===== src/rtl/sbfe_pkg.sv =====
// ---------------------------------------------------------------------------
// sbfe_pkg
// Types, constants and register indexes shared by the frame encoder.
// ---------------------------------------------------------------------------
package sbfe_pkg;

   localparam int NUM_CHANNELS        = 16;
   localparam int DEFAULT_NUM_TOGGLES = 4;
   localparam int CH_W                = 11;
   localparam int VAL_W               = 12;
   localparam int PROD_W              = CH_W + VAL_W;
   localparam int CH_IDX_W            = 4;
   localparam int BYTE_IDX_W          = 5;
   localparam int DATA_BYTES          = 22;
   localparam int FRAME_BITS          = NUM_CHANNELS * CH_W;

   localparam logic [VAL_W-1:0]      FULL_SCALE    = 12'hFFF;
   localparam logic [3:0]            MAX_BUTTONS   = 4'd12;
   localparam logic [7:0]            FRAME_HEADER  = 8'h0F;
   localparam logic [7:0]            FRAME_PAD     = 8'h00;
   localparam logic [BYTE_IDX_W-1:0] HEADER_IDX    = 5'd0;
   localparam logic [BYTE_IDX_W-1:0] LAST_DATA_IDX = 5'd22;
   localparam logic [BYTE_IDX_W-1:0] LAST_BYTE_IDX = 5'd24;
   localparam logic [CH_IDX_W-1:0]   BUTTON_BASE   = 4'd4;
   localparam logic [3:0]            NUM_AXES      = 4'd4;

   localparam logic [CH_W-1:0] EP_LOW_RESET  = 11'd172;
   localparam logic [CH_W-1:0] EP_HIGH_RESET = 11'd1811;

   // Axis to channel map and axes that are reversed.
   localparam logic [CH_IDX_W-1:0] AXIS_CHANNEL [4] = '{4'd3, 4'd2, 4'd0, 4'd1};
   localparam logic [3:0]          AXIS_REVERSED     = 4'b1010;

   localparam logic CSR_ENDPOINT_LOW  = 1'b0;
   localparam logic CSR_ENDPOINT_HIGH = 1'b1;

   typedef struct packed {
      logic             is_button;
      logic [3:0]       position;
      logic [3:0]       button_count;
      logic [VAL_W-1:0] value;
      logic             frame_end;
   } req_type;

   typedef struct packed {
      logic [7:0] frame_byte;
      logic       last_byte;
   } rsp_type;

   typedef struct packed {
      logic                  capture;
      logic                  update;
      logic                  load_byte;
      logic [BYTE_IDX_W-1:0] byte_idx;
   } ctrl_cmd_type;

   typedef struct packed {
      logic frame_end;
   } ctrl_status_type;

endpackage


===== src/rtl/sbus_frame_encoder.sv =====
// ---------------------------------------------------------------------------
// sbus_frame_encoder
// Maps controller axes and buttons onto sixteen channels and sends frames.
// ---------------------------------------------------------------------------
//   Port group  Direction  Handshake      Word
//   req_        in         valid / stall  one axis or button reading
//   rsp_        out        valid / stall  one frame byte with last flag
//   csr_        in         valid / ready  endpoint register write
//
// An item is taken in and its scaling product formed on capture; the update
// state then divides and updates the channel store. With frame_end set, 25 words
// follow from the output register at one per cycle while rsp_stall is low.
// req_stall stays high until the last word is loaded into the output register.
// Synchronous reset clears the channels and toggle history and restores the
// endpoints to 172 and 1811.
module sbus_frame_encoder #(
   parameter int NUM_TOGGLES = sbfe_pkg::DEFAULT_NUM_TOGGLES
) (
   input  logic                      clock,
   input  logic                      reset,
   input  logic                      req_valid,
   output logic                      req_stall,
   input  sbfe_pkg::req_type         req_data,
   output logic                      rsp_valid,
   input  logic                      rsp_stall,
   output sbfe_pkg::rsp_type         rsp_data,
   input  logic                      csr_valid,
   output logic                      csr_ready,
   input  logic                      csr_index,
   input  logic [sbfe_pkg::CH_W-1:0] csr_wdata
);

   sbfe_pkg::ctrl_cmd_type    cmd;
   sbfe_pkg::ctrl_status_type status;

   assign csr_ready = 1'b1;

   sbfe_ctrl u_ctrl (
      .clock     (clock),
      .reset     (reset),
      .req_valid (req_valid),
      .req_stall (req_stall),
      .rsp_valid (rsp_valid),
      .rsp_stall (rsp_stall),
      .cmd       (cmd),
      .status    (status)
   );

   sbfe_datapath #(
      .NUM_TOGGLES (NUM_TOGGLES)
   ) u_datapath (
      .clock     (clock),
      .reset     (reset),
      .req_data  (req_data),
      .csr_write (csr_valid && csr_ready),
      .csr_index (csr_index),
      .csr_wdata (csr_wdata),
      .cmd       (cmd),
      .status    (status),
      .rsp_data  (rsp_data)
   );

endmodule


===== src/rtl/sbfe_ctrl.sv =====
// ---------------------------------------------------------------------------
// sbfe_ctrl
// Controller that sequences item capture, channel update and frame output.
// ---------------------------------------------------------------------------
module sbfe_ctrl (
   input  logic                       clock,
   input  logic                       reset,
   input  logic                       req_valid,
   output logic                       req_stall,
   output logic                       rsp_valid,
   input  logic                       rsp_stall,
   output sbfe_pkg::ctrl_cmd_type     cmd,
   input  sbfe_pkg::ctrl_status_type  status
);

   typedef enum logic [1:0] {
      ST_IDLE,
      ST_UPDATE,
      ST_EMIT
   } state_type;

   state_type                           state_ff, state_in;
   logic [sbfe_pkg::BYTE_IDX_W-1:0]     byte_idx_ff, byte_idx_in;
   logic                                rsp_valid_ff, rsp_valid_in;
   logic                                load_byte;

   assign load_byte = (state_ff == ST_EMIT) && (!rsp_valid_ff || !rsp_stall);

   always_comb begin
      cmd.capture   = (state_ff == ST_IDLE) && req_valid;
      cmd.update    = (state_ff == ST_UPDATE);
      cmd.load_byte = load_byte;
      cmd.byte_idx  = byte_idx_ff;
   end

   always_comb begin
      state_in     = state_ff;
      byte_idx_in  = byte_idx_ff;
      rsp_valid_in = rsp_valid_ff && rsp_stall;
      unique case (state_ff)
         ST_IDLE: begin
            if (req_valid) begin
               state_in = ST_UPDATE;
            end
         end
         ST_UPDATE: begin
            byte_idx_in = sbfe_pkg::HEADER_IDX;
            if (status.frame_end) begin
               state_in = ST_EMIT;
            end else begin
               state_in = ST_IDLE;
            end
         end
         ST_EMIT: begin
            if (load_byte) begin
               rsp_valid_in = 1'b1;
               if (byte_idx_ff == sbfe_pkg::LAST_BYTE_IDX) begin
                  state_in = ST_IDLE;
               end else begin
                  byte_idx_in = byte_idx_ff + 1'b1;
               end
            end
         end
         default: begin
            state_in = ST_IDLE;
         end
      endcase
   end

   always_ff @(posedge clock) begin
      if (reset) begin
         state_ff     <= ST_IDLE;
         byte_idx_ff  <= sbfe_pkg::HEADER_IDX;
         rsp_valid_ff <= 1'b0;
      end else begin
         state_ff     <= state_in;
         byte_idx_ff  <= byte_idx_in;
         rsp_valid_ff <= rsp_valid_in;
      end
   end

   assign req_stall = (state_ff != ST_IDLE);
   assign rsp_valid = rsp_valid_ff;

endmodule


===== src/rtl/sbfe_datapath.sv =====
// ---------------------------------------------------------------------------
// sbfe_datapath
// Endpoint registers, scaling, channel and toggle storage, frame bytes.
// ---------------------------------------------------------------------------
module sbfe_datapath #(
   parameter int NUM_TOGGLES = sbfe_pkg::DEFAULT_NUM_TOGGLES
) (
   input  logic                       clock,
   input  logic                       reset,
   input  sbfe_pkg::req_type          req_data,
   input  logic                       csr_write,
   input  logic                       csr_index,
   input  logic [sbfe_pkg::CH_W-1:0]  csr_wdata,
   input  sbfe_pkg::ctrl_cmd_type     cmd,
   output sbfe_pkg::ctrl_status_type  status,
   output sbfe_pkg::rsp_type          rsp_data
);

   localparam int         SlotW    = (NUM_TOGGLES > 1) ? $clog2(NUM_TOGGLES) : 1;
   localparam logic [4:0] ToggleN  = 5'(NUM_TOGGLES);

   logic [sbfe_pkg::CH_W-1:0]   ep_low_ff, ep_high_ff;
   sbfe_pkg::req_type           item_ff;
   logic [sbfe_pkg::PROD_W-1:0] prod_ff;
   logic [sbfe_pkg::CH_W-1:0]   chan_ff [sbfe_pkg::NUM_CHANNELS];
   logic [sbfe_pkg::VAL_W-1:0]  hist_ff [NUM_TOGGLES];
   sbfe_pkg::rsp_type           rsp_data_ff;

   logic [sbfe_pkg::CH_W-1:0]   span;
   logic [sbfe_pkg::VAL_W-1:0]  scale_in;
   logic                        reversed;
   logic [sbfe_pkg::PROD_W:0]   div_sum;
   logic [sbfe_pkg::CH_W-1:0]   scaled;
   logic [3:0]                  count_sat;
   logic [4:0]                  slot_wide;
   logic [SlotW-1:0]            slot;
   logic                        chan_we;
   logic [sbfe_pkg::CH_IDX_W-1:0] chan_idx;
   logic [sbfe_pkg::CH_W-1:0]   chan_wval;
   logic                        hist_we;
   logic [sbfe_pkg::FRAME_BITS-1:0] frame_bits;
   logic [7:0]                  data_byte [sbfe_pkg::DATA_BYTES];
   logic [sbfe_pkg::BYTE_IDX_W-1:0] data_idx;
   logic [7:0]                  byte_sel;

   // Configuration registers.
   always_ff @(posedge clock) begin
      if (reset) begin
         ep_low_ff  <= sbfe_pkg::EP_LOW_RESET;
         ep_high_ff <= sbfe_pkg::EP_HIGH_RESET;
      end else if (csr_write) begin
         if (csr_index == sbfe_pkg::CSR_ENDPOINT_LOW) begin
            ep_low_ff <= csr_wdata;
         end else begin
            ep_high_ff <= csr_wdata;
         end
      end
   end

   // The product is formed when the word is taken in.
   always_comb begin
      span     = (ep_high_ff >= ep_low_ff) ? (ep_high_ff - ep_low_ff) : '0;
      reversed = !req_data.is_button && (req_data.position < sbfe_pkg::NUM_AXES) &&
                 sbfe_pkg::AXIS_REVERSED[req_data.position[1:0]];
      scale_in = reversed ? ~req_data.value : req_data.value;
   end

   always_ff @(posedge clock) begin
      if (cmd.capture) begin
         item_ff <= req_data;
         prod_ff <= sbfe_pkg::PROD_W'(span) * sbfe_pkg::PROD_W'(scale_in);
      end
   end

   // Division by 4095 is exact here because the quotient stays below 2048.
   always_comb begin
      div_sum = {1'b0, prod_ff} + (sbfe_pkg::PROD_W + 1)'(prod_ff >> sbfe_pkg::VAL_W) +
                (sbfe_pkg::PROD_W + 1)'(1);
      scaled  = ep_low_ff + div_sum[sbfe_pkg::PROD_W-1:sbfe_pkg::VAL_W];
   end

   always_comb begin
      count_sat = (item_ff.button_count > sbfe_pkg::MAX_BUTTONS) ?
                  sbfe_pkg::MAX_BUTTONS : item_ff.button_count;
      slot_wide = {1'b0, item_ff.position} + ToggleN - {1'b0, count_sat};
      slot      = slot_wide[SlotW-1:0];
      chan_we   = 1'b0;
      chan_idx  = sbfe_pkg::AXIS_CHANNEL[item_ff.position[1:0]];
      chan_wval = scaled;
      hist_we   = 1'b0;
      if (!item_ff.is_button) begin
         chan_we = (item_ff.position < sbfe_pkg::NUM_AXES);
      end else if (item_ff.position < count_sat) begin
         chan_idx = item_ff.position + sbfe_pkg::BUTTON_BASE;
         if (({1'b0, count_sat} > ToggleN) &&
             ({1'b0, item_ff.position} < ({1'b0, count_sat} - ToggleN))) begin
            chan_we = 1'b1;
         end else begin
            hist_we = 1'b1;
            if ((item_ff.value == sbfe_pkg::FULL_SCALE) &&
                (hist_ff[slot] != sbfe_pkg::FULL_SCALE)) begin
               chan_we   = 1'b1;
               chan_wval = (chan_ff[chan_idx] == ep_high_ff) ? ep_low_ff : ep_high_ff;
            end
         end
      end
   end

   always_ff @(posedge clock) begin
      if (reset) begin
         for (int i = 0; i < sbfe_pkg::NUM_CHANNELS; i++) begin
            chan_ff[i] <= '0;
         end
      end else if (cmd.update && chan_we) begin
         chan_ff[chan_idx] <= chan_wval;
      end
   end

   always_ff @(posedge clock) begin
      if (reset) begin
         for (int i = 0; i < NUM_TOGGLES; i++) begin
            hist_ff[i] <= '0;
         end
      end else if (cmd.update && hist_we) begin
         hist_ff[slot] <= item_ff.value;
      end
   end

   // Frame bytes: header, then channels packed LSB first, then padding.
   always_comb begin
      for (int i = 0; i < sbfe_pkg::NUM_CHANNELS; i++) begin
         frame_bits[i*sbfe_pkg::CH_W +: sbfe_pkg::CH_W] = chan_ff[i];
      end
      for (int k = 0; k < sbfe_pkg::DATA_BYTES; k++) begin
         data_byte[k] = frame_bits[k*8 +: 8];
      end
      data_idx = cmd.byte_idx - 1'b1;
      if (cmd.byte_idx == sbfe_pkg::HEADER_IDX) begin
         byte_sel = sbfe_pkg::FRAME_HEADER;
      end else if (cmd.byte_idx <= sbfe_pkg::LAST_DATA_IDX) begin
         byte_sel = data_byte[data_idx];
      end else begin
         byte_sel = sbfe_pkg::FRAME_PAD;
      end
   end

   always_ff @(posedge clock) begin
      if (cmd.load_byte) begin
         rsp_data_ff.frame_byte <= byte_sel;
         rsp_data_ff.last_byte  <= (cmd.byte_idx == sbfe_pkg::LAST_BYTE_IDX);
      end
   end

   assign status.frame_end = item_ff.frame_end;
   assign rsp_data         = rsp_data_ff;

endmodule


===== config.mk =====
export PLATFORM = sky130hd
export DESIGN_NAME = sbus_frame_encoder
export DESIGN_NICKNAME = d
export VERILOG_FILES = /design/src/rtl/sbfe_pkg.sv /design/src/rtl/sbus_frame_encoder.sv /design/src/rtl/sbfe_ctrl.sv /design/src/rtl/sbfe_datapath.sv
export SDC_FILE = /design/constraint.sdc
export NUM_CORES = 1
export LEC_CHECK = 0
export BUFFER_PORTS_ARGS = -buffer_cell sky130_fd_sc_hd__buf_2
export CORE_ASPECT_RATIO = 1.75
export CORE_MARGIN = 1
export CORE_UTILIZATION = 58
export DETAILED_ROUTE_END_ITERATION = 8
export GPL_ROUTABILITY_DRIVEN = 0
export PLACE_DENSITY = 0.78
export SLEW_MARGIN = 20
export SYNTH_ARGS = -nofsm -noshare
export SYNTH_HDL_FRONTEND = slang
export SYNTH_HIERARCHICAL = 1
export SYNTH_SLANG_ARGS = --single-unit

===== constraint.sdc =====
create_clock -name clock -period 7.4 [get_ports clock]
set_input_delay 0.37 -clock clock [delete_from_list [all_inputs] [get_ports clock]]
set_output_delay 0.37 -clock clock [all_outputs]
set_load 0.01 [all_outputs]

==> key figures <==
Die
  – Floorplan row count: 93
  – Horiz. Die Dim: 148 um
  – Initial Utilization: 58.7%
  – Die area: 0.0380 mm^2
  – CORE AREA: 0.0368 mm^2
  – Die Y: 257 um
  – Ports: 51

Clocking
  – CTS Buf Count: 30
  – CTS H-tree lvls: 1
  – CTS Sinks: 308
  – TritonCTS clock tree: done
  – Clk root buf: clkbuf_16
  – Largest buffer count on any clock path: 3
  – Clk slew on worst S/H paths: 0.08 ns
  – Skew-Pair Late Insertion Delay: 0.58 ns

STA
  – Final Hold Fails: 0
  – Final period util: 98.5%
  – Final Max Slew Viols: 0
  – Relative slew slack: 21.2%
  – Final Critical Period: 7.29 ns
  – Worst Max-Slew Pin Slew: 1.18 ns
  – Final Setup Violations: 0
  – Fmax: 0.137 GHz
  – Hold_ws: 0.0230 ns
  – RSZ-0062 raised after global routing: true
  – Clock Skew: 0.0150 ns

Placement
  – PortBufs: 49
  – DP HPWL: 50.1 mm
  – Area after DPL: 0.0225 mm^2

Critical path
  – Worst reg2reg setup slack: 0.11 ns
  – R2R cell count: 28
  – CP Data Arrival Time: 7.74 ns
  – FF-to-FF Start: u_datapath/ep_low_ff[1]
  – Critical path endpoint category: flop
  – Top delay family on crit path: adder cells
  – RR Endpoint: u_datapath/prod_ff[21]
  – Cell count along the critical path: 28
  – Critical Path Source Type: flop
  – Crit path top cell by count: fa_1
  – Required time of the worst setup path: 7.85 ns
  – Critical Path Slowest Stage Cell: or4b_2
  – WP buf/inv: 5
  – Critical path class: reg -> reg
  – Critical Path Fanout Max: 6
  – Peak per-stage delay on the critical path: 0.61 ns

Routing
  – Post-DRT Antenna Nets: 0
  – Via density per instance: 6.80
  – Initial DRC Count: 1691
  – WL final: 69.4 mm
  – Drt wl/cell: 28.0 um
  – Detailed Routing Iterations Pass 1: 6
  – Via count: 16900
  – Remaining DRCs: 0

Min path
  – Worst Hold Path EP: u_datapath/item_ff[12]
  – Hold WC Path Type: in -> reg
  – Hold path start: req_data[12]
  – Worst Hold Depth: 1

Global route
  – Global-route wire length before repair: 104 mm
  – Largest net degree at the start of global routing: 71
  – Initial antenna violation count: 3
  – Vias in the first global route: 17600
  – Gr usage total: 37.9%
  – Grt total ovfl: 0

Logic synthesis
  – Seq cells post-synth: 308
  – Yosys warning total: 6
  – Seq/Total Area, Yosys: 41.5%
  – Share of synthesized registers carrying an async set or reset: 0%
  – Top-area cell type share of the netlist area: 38.7%
  – Syn Std Cell Area: 0.0216 mm^2
  – Top-count cell post-synth: edfxtp_1
  – Largest cells by area after synthesis: edfxtp_1, fa_1, mux4_2, ha_1, nand2_1
  – Library cells used by synthesis: 80
  – Cell taking the most area after synthesis: edfxtp_1
  – Cells after Synth: 1913
  – Synth Flop Type: edfxtp_1
  – Most instantiated cells after synthesis: edfxtp_1, nand2_1, inv_1, a21oi_1, nor2_1
  – Post-synth net total: 2151
  – Post-Syn Area per Cell: 11.3 um^2
  – EDFF count, synth: 278

Power and ir drop
  – Total power: 9740 uW
  – VDD IR max: 1180 uV
  – Pwr dens: 409 mW/mm^2
  – Switch share: 44.7%
  – Leak: 0.00936 uW
  – P_sw: 4350 uW
  – Comb pwr share: 60.2%
  – Sequential share of power: 23.9%
  – Internal Power: 5390 uW
  – Clock share of power: 15.9%

Layout
  – Finished layout cell area: 0.0238 mm^2
  – Share of cells above drive strength 1: 19.3%
  – Syn-to-layout area delta: 10.6%
  – Final nets: 2217
  – Antenna cells: 0

Run
  – Max-cap viol count: 0

Run status
  – Status: finished, final reports clean
==> cell usage in the layout (no fill, tap or decap), types with 28 or more instances in the layout <==
cell | netlist | final
edfxtp_1 | 278 | 278
nand2_1 | 174 | 174
inv_1 | 141 | 141
a21oi_1 | 113 | 109
nor2_1 | 109 | 105
ha_1 | 108 | 105
fa_1 | 91 | 87
buf_4 | 6 | 75
mux4_2 | 71 | 71
a211oi_1 | 70 | 68
a21oi_2 | 60 | 64
and2_1 | 61 | 61
mux2i_1 | 50 | 50
buf_2 | 12 | 49
xnor2_1 | 49 | 48
nor3_1 | 42 | 40
nand2b_1 | 35 | 35
clkbuf_16 | 0 | 31
dfxtp_1 | 30 | 29
nand3_1 | 28 | 28
==> registers in the layout, indices dropped and copies added (netlist names) <==
name	count
u_ctrl/byte_idx_ff	5
u_ctrl/rsp_valid	1
u_datapath/ep_high_ff	11
u_ctrl/state_ff	2
u_datapath/prod_ff	23
u_datapath/status	1
u_datapath/hist_ff	48
u_datapath/chan_ff	176
u_datapath/item_ff	21
u_datapath/rsp_data	9
u_datapath/ep_low_ff	11
==> worst register-to-register path, delay by kind of cell, from the launching register on <==
family,cells,cell delay (ns)
buf+inv,5,0.42
compound gates,12,2.29
fa+ha+maj,7,3.17
simple gates,4,0.92
flops,1,0.34
==> timing repair <==
item	4_1_cts	5_1_grt
endpoints found under the hold margin	15	0
endpoints found under the setup margin	2	5
hold buffers	15	0
pin swaps	0	15
buffers inserted	0	8
resized for setup	6	33
==> layer usage <==
metal	vias to the layer above	part of all wire, %	routed length, um	GRT usage, %
met5	-	0.013	9	0
met4	2	13	8780	38.1
met3	448	8.9	6210	9.26
met2	1136	50	34800	64.9
met1	8165	28	19700	35.8
li1	7107	-	-	-
==> worst max path at each step <==
stage,start,end,slack [ns]
final,u_datapath/ep_low_ff[1],u_datapath/prod_ff[21],0.11
after global routing,u_datapath/ep_low_ff[1],u_datapath/prod_ff[21],-0.16
after CTS,u_datapath/ep_low_ff[1],u_datapath/prod_ff[21],0.07
after detailed placement,u_datapath/ep_low_ff[1],u_datapath/prod_ff[20],-0.07
after global placement,u_datapath/ep_low_ff[1],u_datapath/prod_ff[21],0.12
after floorplan,u_datapath/ep_low_ff[1],u_datapath/prod_ff[21],0.004
==> metrics by stage <==
step / setup TNS, ns / setup slack, ns / util, % / cells
after detailed placement: -0.133 / -0.0669 / 61.1 / 2397
after global placement: 0 / 0.125 / 61.1 / 2397
after CTS: 0 / 0.0683 / 64.2 / 2468
final: 0 / 0.112 / 64.9 / 2478
after floorplan: 0 / 0.00412 / - / 1913
after global routing: -0.259 / -0.159 / 64.9 / 2478
==> cell type report <==
class | count | area [um^2]
Fill cell | 2805 | 12900
Inverter | 142 | 533
Multi-Input combinational cell | 1355 | 11800
Sequential cell | 308 | 8950
Timing Repair Buffer | 142 | 1010
Tap cell | 475 | 594
Clock buffer | 32 | 779
Clock inverter | 24 | 205
==> cells by family (layout without fill, tap and decap cells) <==
logic type | count (synthesis) | in the layout | share of synthesized area [%]
simple gates | 556 | 556 | 12.8
compound gates | 394 | 394 | 12.6
flops | 308 | 308 | 41.5
buf+inv | 250 | 340 | 4.84
fa+ha+maj | 199 | 199 | 14.7
mux | 133 | 133 | 10.6
xor+xnor | 72 | 72 | 2.92
other cells | 1 | 1 | 0.0174
==> power groups by stage <==
| stage | clock [uW] | combinational (uW) | sequential (uW) |
|---|---|---|---|
| after floorplan | 0 | 3590 | 2310 |
| after global placement | 0 | 5220 | 2350 |
| after detailed placement | 0 | 5380 | 2360 |
| after CTS | 1560 | 5420 | 2320 |
| after global routing | 1620 | 6330 | 2340 |
| final | 1550 | 5870 | 2330 |
No activity file was read; power rests on OpenSTA's default activity.
